===== src/rtl/sorted_key_index_table_assert.svh =====
// Assertion macros for the sorted key index table
`ifndef SORTED_KEY_INDEX_TABLE_ASSERT_SVH
`define SORTED_KEY_INDEX_TABLE_ASSERT_SVH

`ifndef SYNTHESIS

`define SKIT_ASSERT(label, prop, msg) \
    label: assert property (@(posedge i_clk) disable iff (!i_rst_n) prop) else $error(msg);

`define SKIT_NEVER(label, expr, msg) \
    `SKIT_ASSERT(label, !(expr), msg)

`else

`define SKIT_ASSERT(label, prop, msg)

`define SKIT_NEVER(label, expr, msg)

`endif

`endif


===== src/rtl/skit_pkg.sv =====
// Shared types, constants and functions for the sorted key index table
package skit_pkg;

    localparam int CAPACITY  = 64;
    localparam int KEY_BYTES = 8;
    localparam int KEY_W     = 64;
    localparam int ADDR_W    = 31;
    localparam int CNT_W     = $clog2(CAPACITY + 1);
    localparam int OUT_CNT_W = 7;

    typedef enum logic [1:0] {
        FUNC_INSERT = 2'd0,
        FUNC_REMOVE = 2'd1,
        FUNC_SEARCH = 2'd2,
        FUNC_NOP    = 2'd3
    } t_func;

    typedef enum logic [1:0] {
        ST_OK   = 2'd0,
        ST_DUP  = 2'd1,
        ST_FULL = 2'd2,
        ST_MISS = 2'd3
    } t_status;

    typedef struct packed {
        logic [KEY_W-1:0]  key;
        logic [ADDR_W-1:0] addr;
        logic              cmp;
        logic              ins;
        logic              rem;
    } t_cell_ctrl;

    // clear everything from the first zero byte on; only the top KEY_BYTES bytes count
    function automatic logic [KEY_W-1:0] normalize_key(input logic [KEY_W-1:0] k);
        logic [KEY_W-1:0] res;
        logic             live;
        logic [7:0]       byte_v;
        res  = '0;
        live = 1'b1;
        for (int b = 0; b < KEY_BYTES; b++) begin
            byte_v = k[KEY_W-1-8*b -: 8];
            if (byte_v == 8'd0) begin
                live = 1'b0;
            end
            if (live) begin
                res[KEY_W-1-8*b -: 8] = byte_v;
            end
        end
        return res;
    endfunction

    function automatic logic [OUT_CNT_W-1:0] to_entry_count(input logic [CNT_W-1:0] c);
        logic [OUT_CNT_W-1:0] res;
        res = '0;
        for (int b = 0; b < OUT_CNT_W; b++) begin
            if (b < CNT_W) begin
                res[b] = c[b];
            end
        end
        return res;
    endfunction

endpackage


===== src/rtl/skit_cell.sv =====
// One table slot: holds a key and address, compares, and shifts with its neighbours
module skit_cell (
    input  logic                     i_clk,
    input  skit_pkg::t_cell_ctrl     i_ctrl,
    input  logic                     i_valid,
    input  logic                     i_left_lt,
    input  logic [skit_pkg::KEY_W-1:0]  i_left_key,
    input  logic [skit_pkg::ADDR_W-1:0] i_left_addr,
    input  logic [skit_pkg::KEY_W-1:0]  i_right_key,
    input  logic [skit_pkg::ADDR_W-1:0] i_right_addr,
    output logic [skit_pkg::KEY_W-1:0]  o_key,
    output logic [skit_pkg::ADDR_W-1:0] o_addr,
    output logic                     o_lt,
    output logic                     o_hit
);
    import skit_pkg::*;

    logic [KEY_W-1:0]  r_key;
    logic [ADDR_W-1:0] r_addr;
    logic              r_lt;
    logic              r_eq;
    logic [KEY_W-1:0]  n_key;
    logic [ADDR_W-1:0] n_addr;

    always_comb begin
        n_key  = r_key;
        n_addr = r_addr;
        if (i_ctrl.ins && !r_lt) begin
            if (i_left_lt) begin
                n_key  = i_ctrl.key;
                n_addr = i_ctrl.addr;
            end else begin
                n_key  = i_left_key;
                n_addr = i_left_addr;
            end
        end else if (i_ctrl.rem && !r_lt) begin
            n_key  = i_right_key;
            n_addr = i_right_addr;
        end
    end

    always_ff @(posedge i_clk) begin
        r_key  <= n_key;
        r_addr <= n_addr;
        if (i_ctrl.cmp) begin
            r_lt <= i_valid && (r_key < i_ctrl.key);
            r_eq <= (r_key == i_ctrl.key);
        end
    end

    assign o_key  = r_key;
    assign o_addr = r_addr;
    assign o_lt   = r_lt;
    assign o_hit  = !r_lt && i_left_lt && i_valid && r_eq;

endmodule


===== config.mk =====
export PLATFORM = sky130hd
export DESIGN_NAME = skit_cell
export DESIGN_NICKNAME = d
export VERILOG_FILES = /design/src/rtl/sorted_key_index_table_assert.svh /design/src/rtl/skit_pkg.sv /design/src/rtl/skit_cell.sv
export SDC_FILE = /design/constraint.sdc
export NUM_CORES = 1
export LEC_CHECK = 0
export BUFFER_PORTS_ARGS = -buffer_cell sky130_fd_sc_hd__buf_2
export CELL_PAD_IN_SITES_DETAIL_PLACEMENT = 0
export CELL_PAD_IN_SITES_GLOBAL_PLACEMENT = 1
export CORE_AREA = 2 2 150 152
export DETAILED_ROUTE_END_ITERATION = 16
export DIE_AREA = 0 0 152 154
export PLACE_DENSITY = 0.75
export SYNTH_ARGS = -nofsm -noshare
export SYNTH_HDL_FRONTEND = slang
export SYNTH_SLANG_ARGS = --single-unit

===== constraint.sdc =====
create_clock -name i_clk -period 16.1 [get_ports i_clk]
set_input_delay 3.22 -clock i_clk [delete_from_list [all_inputs] [get_ports i_clk]]
set_output_delay 3.22 -clock i_clk [all_outputs]
set_load 0.05 [all_outputs]

### Word level (Yosys, flattened, before mapping)

Cells that the tools add are included.

* add/subtract/negate cells: 0
* $mul: 0
* divide/modulo/power cells: 0
* $lt $le $gt $ge: 1
* equality and inequality tests: 1
* shift-type cells: 0
* muxes and demuxes: 6
* bitwise gates (word level): 0
* reductions and logical operators: 8

Operator list (number)
* 64-bit 2-to-1 mux: 3
* 31-bit 2-to-1 mux: 3
* 64-bit equality test: 1
* 64-bit < comparator: 1
* 1-bit logical AND: 6
* 2-bit nonzero test: 1
* 1-bit logical NOT: 1

* bits in registers: 97
* bits in latches: 0
* bits in writable memories: 0
* ROM bits: 0
* input port bits: 291
* word-level logic and storage cells: 20
* memories: 0

### Depth between registers and ports, before layout

Gate-level depths: netlist (run 1).

* depth after elaboration: 4
* depth in mapped cells: 8
* depth with buffers taken out: 8

### Worst setup path before layout (run 1)

OpenSTA, ideal clock, no wires.

* path type: input to register
* from: in i_ctrl[1] in the netlist's numbering
* to: reg r_addr[0], in the netlist o_addr[0], enable pin
* setup time: 552 ps
* arrival time: 7256 ps
* data required time: 15548 ps
* slack: 8292 ps
* stages on the path: 2
* path buffers: 0
* path through: nor2_1 > nor2_1

* word-level cells in the longest chain between the ends: 2

Ends and longest elaborated chain
* start, declared: RTL line skit_cell.sv:4 `input skit_pkg::t_cell_ctrl i_ctrl,`
* 1-bit logical AND: RTL line skit_cell.sv:28 `if (i_ctrl.ins && !r_lt) begin`
* 2-bit nonzero test (no source line)
* end signal, assigned: RTL line skit_cell.sv:44 `r_addr <= n_addr;`
* end, declared: RTL line skit_cell.sv:19 `logic [ADDR_W-1:0] r_addr;`

Every way passes these cells.
A chain may end at the register's enable or synchronous reset.

### Final worst setup path (run 1)

* from: in i_left_lt
* to: out o_hit

* word-level cells in the longest chain between the ends: 3

Ends and longest elaborated chain
* start, declared: RTL line skit_cell.sv:6 `input logic i_left_lt,`
* 1-bit logical AND (3 in a row): RTL line skit_cell.sv:54 `assign o_hit = !r_lt && i_left_lt && i_valid && r_eq;`
* end, declared: RTL line skit_cell.sv:14 `output logic o_hit`

Every way passes these cells.

==> flow_summary.ini, run 1 <==
[run_status]
status = complete, no violations

[sta]
maxSlewViolCount = 0
hold-worst-slack_ns = 0.9592
setup_ws_ns = 8.581
clock_skew_ns = 0.008561
max_freq_mhz = 133.0
tightest_slew_ns = 0.9588
finalCritPeriodShare_pct = 46.70
tns_ns = 0
rsz0062_at_grt = false
relSlewSlack_pct = 36.08
hold_viol = 0
setup_viol = 0
fin_crit_ns = 7.519

[yosys]
synth_area_leaders = edfxtp_1 (45%), mux2i_1 (15%), ha_1 (12%)
yosysTopAreaCell = edfxtp_1
synth_edf_count = 97
ys_types = 32
synth_most_common_cell = nand2_1
postSynthAreaPerCell_um2 = 10.02
yosys_warnings = 0
netlist_instances = 650
synth_ff_type = edfxtp_1
syn_nets = 1005
async_reset_ff_share_pct = 0
synth-seq-area-share_pct = 44.73
syn_area_mm2 = 0.006512
synth_top_area_share_pct = 44.73
synth_common_cells = nand2_1 (110), o21ai_0 (101), edfxtp_1 (97), mux2i_1 (95), inv_1 (66)
ys_ff_latch = 97

[grt]
antenna_found_initial = 1
grt_usage_pct = 17.40
grt_max_degree = 113
grt_overflow_total = 0
grt_pass1_wl_mm = 31.88
first_global_vias = 5835

[place]
gp_congestion = 0.8264
place_ws_ns = 8.591
hpwl_mm = 17.37
portBuffers = 387
dp.cells = 1289

[layout]
fin_nets = 1375
diodes = 0
syn_to_final_growth_pct = 38.60
fin_cells = 1305
drive_above_1_share_pct = 40.20

[clocking]
cts_setup_buffers = 0
clk_pin_slew_ns = 0.06
hold_buffers = 0
root_buffer = clkbuf_16
clockBufferDepth = 2
numCtsBuffers = 9
htree_levels = 3
cts_tree = built
clock_latency_ns = 0.35
clock-sinks = 97
cts_resized = 0

[routing]
vias_per_cell = 4.582
routed_wl_mm = 21.05
drc_errors = 0
dr_wl_met2_mm = 10.31
route.antenna.remaining_nets = 0
first_pass_iters = 4
drt-met1-wl_mm = 8.726
topRoutingLayerUsed = met4
vias = 5979
initialDrtViolationCount = 244
wl_per_cell_um = 16.13
met3_length_mm = 1.430

[floorplanning]
core_area_mm2 = 0.02169
start_util_pct = 30.03
fp.dieArea_mm2 = 0.02341
fp.dieH_um = 154
num_rows = 54
pin_count = 388
die-width_um = 152

[critical_path]
cp_max_fo = 47
cp.arrival_ns = 4.30
crit_required_ns = 12.88
path_class = input pin to output pin
end_kind = output pin
start_kind = input pin

[min_path]
hold_class = flop to flop

[power]
power.total_uw = 820.0
ir_drop_uv = 37.03
p_leak_nw = 4.701
p_per_area_mw_per_mm2 = 90.85

[run]
maxCapViolations = 0
==> power breakdown <==
group	leakage [nW]	internal (mW)	switching, mW	total [mW]
clock	0.153	0.137	0.0978	0.235
sequential	0.950	0.312	0.0114	0.323
combinational	3.60	0.0842	0.177	0.262
==> state kept, by name, summed over array words and instances, names as in the netlist <==
| signal | flops |
|---|---|
| o_addr | 31 |
| o_key | 64 |
| o_lt | 1 |
| r_eq | 1 |
==> area by class of cell <==
cell class	instances	area, um^2
fillers	2186	12660
multi-input cells	455	3223
flip-flops and latches	97	2913
repair buffers	391	1973
well taps	280	350.3
inverters	66	247.7
clock buffers	10	229.0
clock inverters	6	90.09
==> metrics by stage <==
stage / cell area, um^2 / util, %
final: 9026 / 41.62
after floorplan: 6513 / -
after global placement: 8707 / 40.15
after CTS: 9026 / 41.62
after global routing: 9026 / 41.62
after detailed placement: 8707 / 40.15
==> kinds of logic after synthesis <==
family	share of synthesized area (%)
buffers and inverters	6.014
DFF	44.73
AOI/OAI and AO/OA	11.91
and+or+nand+nor	10.45
muxes	14.60
adders and majority gates	12.30
==> placed cells by master, fill, tap and decap left out, drive strengths merged <==
cell      count
nor2          6
buf         391
nand4        15
nand3         8
o211a         2
a22oi         2
clkbuf       10
nand2b        1
o21ba         1
bufinv        2
clkinvlp      1
nor2b         1
and2          1
ha           64
a21oi        25
a21o          6
or4           1
a2111oi       1
nand2       110
nor4          2
nor3          5
nand4b        1
a221oi        1
o21ai       102
o211ai        2
and4b         1
inv          68
mux2i        95
clkinv        1
a211oi        1
a221o         1
edfxtp       97
==> final timing paths <==
path	from	endpoint	slack, ns	depth (start not counted)
worst min register to register	o_key[47]	o_lt	0.96	5
worst max-delay path	i_left_lt	o_hit	8.58	3
worst max register to register	o_lt	o_addr[2]	13.41	3
worst min-delay path	o_key[47]	o_lt	0.96	5
==> worst max-delay path, stage by stage <==
cell     delay (ns)
buf_6          0.43
and4b_1        0.30
buf_2          0.26
==> routing by layer <==
metal | up-vias | GRT usage [%]
li1 | 3087 | -
met3 | 28 | 3.692
met2 | 254 | 30.22
met1 | 2610 | 21.21
met5 | - | 0
met4 | 0 | 6.587
Note: power is estimated with default switching activity, not from simulation.
==> run 2: changes to the inputs <==
--- a/config.mk
+++ b/config.mk
@@ -8,10 +8,10 @@
 export BUFFER_PORTS_ARGS = -buffer_cell sky130_fd_sc_hd__buf_2
 export CELL_PAD_IN_SITES_DETAIL_PLACEMENT = 0
 export CELL_PAD_IN_SITES_GLOBAL_PLACEMENT = 1
-export CORE_AREA = 2 2 150 152
+export CORE_ASPECT_RATIO = 0.8
+export CORE_UTILIZATION = 29
 export DETAILED_ROUTE_END_ITERATION = 16
-export DIE_AREA = 0 0 152 154
-export PLACE_DENSITY = 0.75
+export PLACE_DENSITY = 0.76
 export SYNTH_ARGS = -nofsm -noshare
 export SYNTH_HDL_FRONTEND = slang
 export SYNTH_SLANG_ARGS = --single-unit
==> constraint.sdc (replaced) <==
create_clock -name i_clk -period 6.5 [get_ports i_clk]
set_input_delay 1.3 -clock i_clk [delete_from_list [all_inputs] [get_ports i_clk]]
set_output_delay 1.3 -clock i_clk [all_outputs]
set_load 0.05 [all_outputs]
==> run 2 against run 1 <==
Sequential share of layout area about the same. Clock-buffer cell count is the same. Critical path depth did not move. Largest cell class unchanged. Critical endpoint unchanged. Total power rose by 140%. Largest power group unchanged.
==> flow_summary.ini, run 2 (synthesized netlist as in run 1, its figures left out) <==
[critical_path]
worstReg2RegEnd = o_key[51]
r2r_cells = 3
cp.arrival_ns = 2.38
worstPathCellList = buf_6 > and4b_1 > buf_2
slowest_stage = buf_6
start_kind = input pin
reg2reg_from = o_lt
crit_required_ns = 5.20
critPathTopFamily = buffers and inverters
worstSetupPathDepth = 3
path_class = input pin to output pin
cp_max_fo = 49
reg2reg_slack_ns = 4.19
critPathBufInv = 2
end_kind = output pin
cpPeakStageDelay_ns = 0.45

[place]
dp.cells = 1310
hpwl_mm = 16.89
portBuffers = 387
gp_congestion = 0.7813
placedInstanceArea_mm2 = 0.008740

[layout]
fin_cells = 1326
diodes = 0
fillers = 2249
fin_nets = 1376
drive_above_1_share_pct = 40.25
final_cell_mix = buf_2 (386), nand2_1 (110), o21ai_0 (101)
final_common_cell = buf_2
syn_to_final_growth_pct = 38.46
largest_reg_flops = 64
finish.instance_area_mm2 = 0.009017

[grt]
grt.met3_usage_pct = 4.541
grt_busiest_layer = met2
antenna_found_initial = 2
grt_max_degree = 85
grt_overflow_total = 0
first_global_vias = 5736
met1_usage_pct = 20.41
grt_usage_pct = 17.58
grt_use_met2_pct = 32.10
grt_pass1_wl_mm = 30.81

[min_path]
hold_end = o_lt
hold_class = flop to flop
holdCritStartpoint = o_key[47]
min_path_cells = 5

[floorplanning]
fp.dieH_um = 136.0
start_util_pct = 29.87
core_area_mm2 = 0.02180
die-width_um = 169.5
fp.dieArea_mm2 = 0.02306
pin_count = 388
num_rows = 48

[clocking]
cts_tree = built
cts_resized = 0
clk_pin_slew_ns = 0.07
hold_buffers = 0
htree_levels = 3
cts_setup_buffers = 0
numCtsBuffers = 9
clockBufferDepth = 2
clock_latency_ns = 0.35
clock-sinks = 97
root_buffer = clkbuf_16

[sta]
hold_viol = 0
finalCritPeriodShare_pct = 56.69
relSlewSlack_pct = 41.64
setup_viol = 0
maxSlewViolCount = 0
clock_skew_ns = 0.01616
max_freq_mhz = 271.4
tns_ns = 0
rsz0062_at_grt = false
tightest_slew_ns = 0.8753
hold-worst-slack_ns = 0.9583
fin_crit_ns = 3.685

[routing]
vias = 6043
initialDrtViolationCount = 199
route.antenna.remaining_nets = 0
drc_errors = 0
wl_per_cell_um = 15.75
first_pass_iters = 4
vias_per_cell = 4.557
routed_wl_mm = 20.89

[power]
ir_drop_uv = 119.5
p_leak_nw = 4.679
p_per_area_mw_per_mm2 = 217.8

[run]
maxCapViolations = 0

[run_status]
status = complete, no violations
## run 2: changes by cell type in the layout (fill, tap and decap cells not counted)
cell / before / now
clkinvlp_4: 1 / 3
clkinv_2: 1 / 0
inv_6: 2 / 3
bufinv_16: 2 / 0
buf_4: 4 / 5
## run 2: area by class of cell
| class | count | area, um^2 | share of cell area (%) |
|---|---|---|---|
| Tap cell | 300 | 375.4 | 4.163 |
| Clock inverter | 6 | 48.80 | 0.5411 |
| Sequential cell | 97 | 2913 | 32.30 |
| Timing Repair Buffer | 392 | 1981 | 21.96 |
| Inverter | 66 | 247.7 | 2.747 |
| Clock buffer | 10 | 229.0 | 2.539 |
| Multi-Input combinational cell | 455 | 3223 | 35.74 |
## run 2: routing by layer
layer | up-vias | part of all wire [%]
li1 | 3084 | -
met5 | - | 0.11
met2 | 240 | 50
met1 | 2696 | 41
met3 | 19 | 7.1
met4 | 4 | 1.2
## run 2: how the worst max path moves through the flow
stage                          from        end  slack, ns
after floorplan           i_ctrl[1]  o_addr[0]       0.61
after global placement    i_left_lt      o_hit       2.84
after detailed placement  i_left_lt      o_hit       2.80
after CTS                 i_left_lt      o_hit       2.81
after global routing      i_left_lt      o_hit       2.77
final                     i_left_lt      o_hit       2.82
## run 2: where the power goes
part / internal, mW / total [mW] / switching (mW)
Combinational: 0.209 / 0.644 / 0.435
Clock: 0.265 / 0.521 / 0.257
Sequential: 0.772 / 0.799 / 0.0270
Total: 1.25 / 1.96 / 0.719
## run 2: worst register-to-register path, stage by stage, from the launching register on
cell and delay (ns):
edfxtp_1 0.52, nor2_4 0.14, buf_4 0.51, buf_4 0.75
## run 2: stage by stage
step | total power [mW] | util (%) | worst slack [ns]
floorplan | 1.245 | - | 0.6117
global placement | 1.461 | 40.09 | 2.843
detailed placement | 1.466 | 40.09 | 2.804
CTS | 2.003 | 41.36 | 2.805
global route | 2.070 | 41.36 | 2.767
finish | 1.964 | 41.36 | 2.815
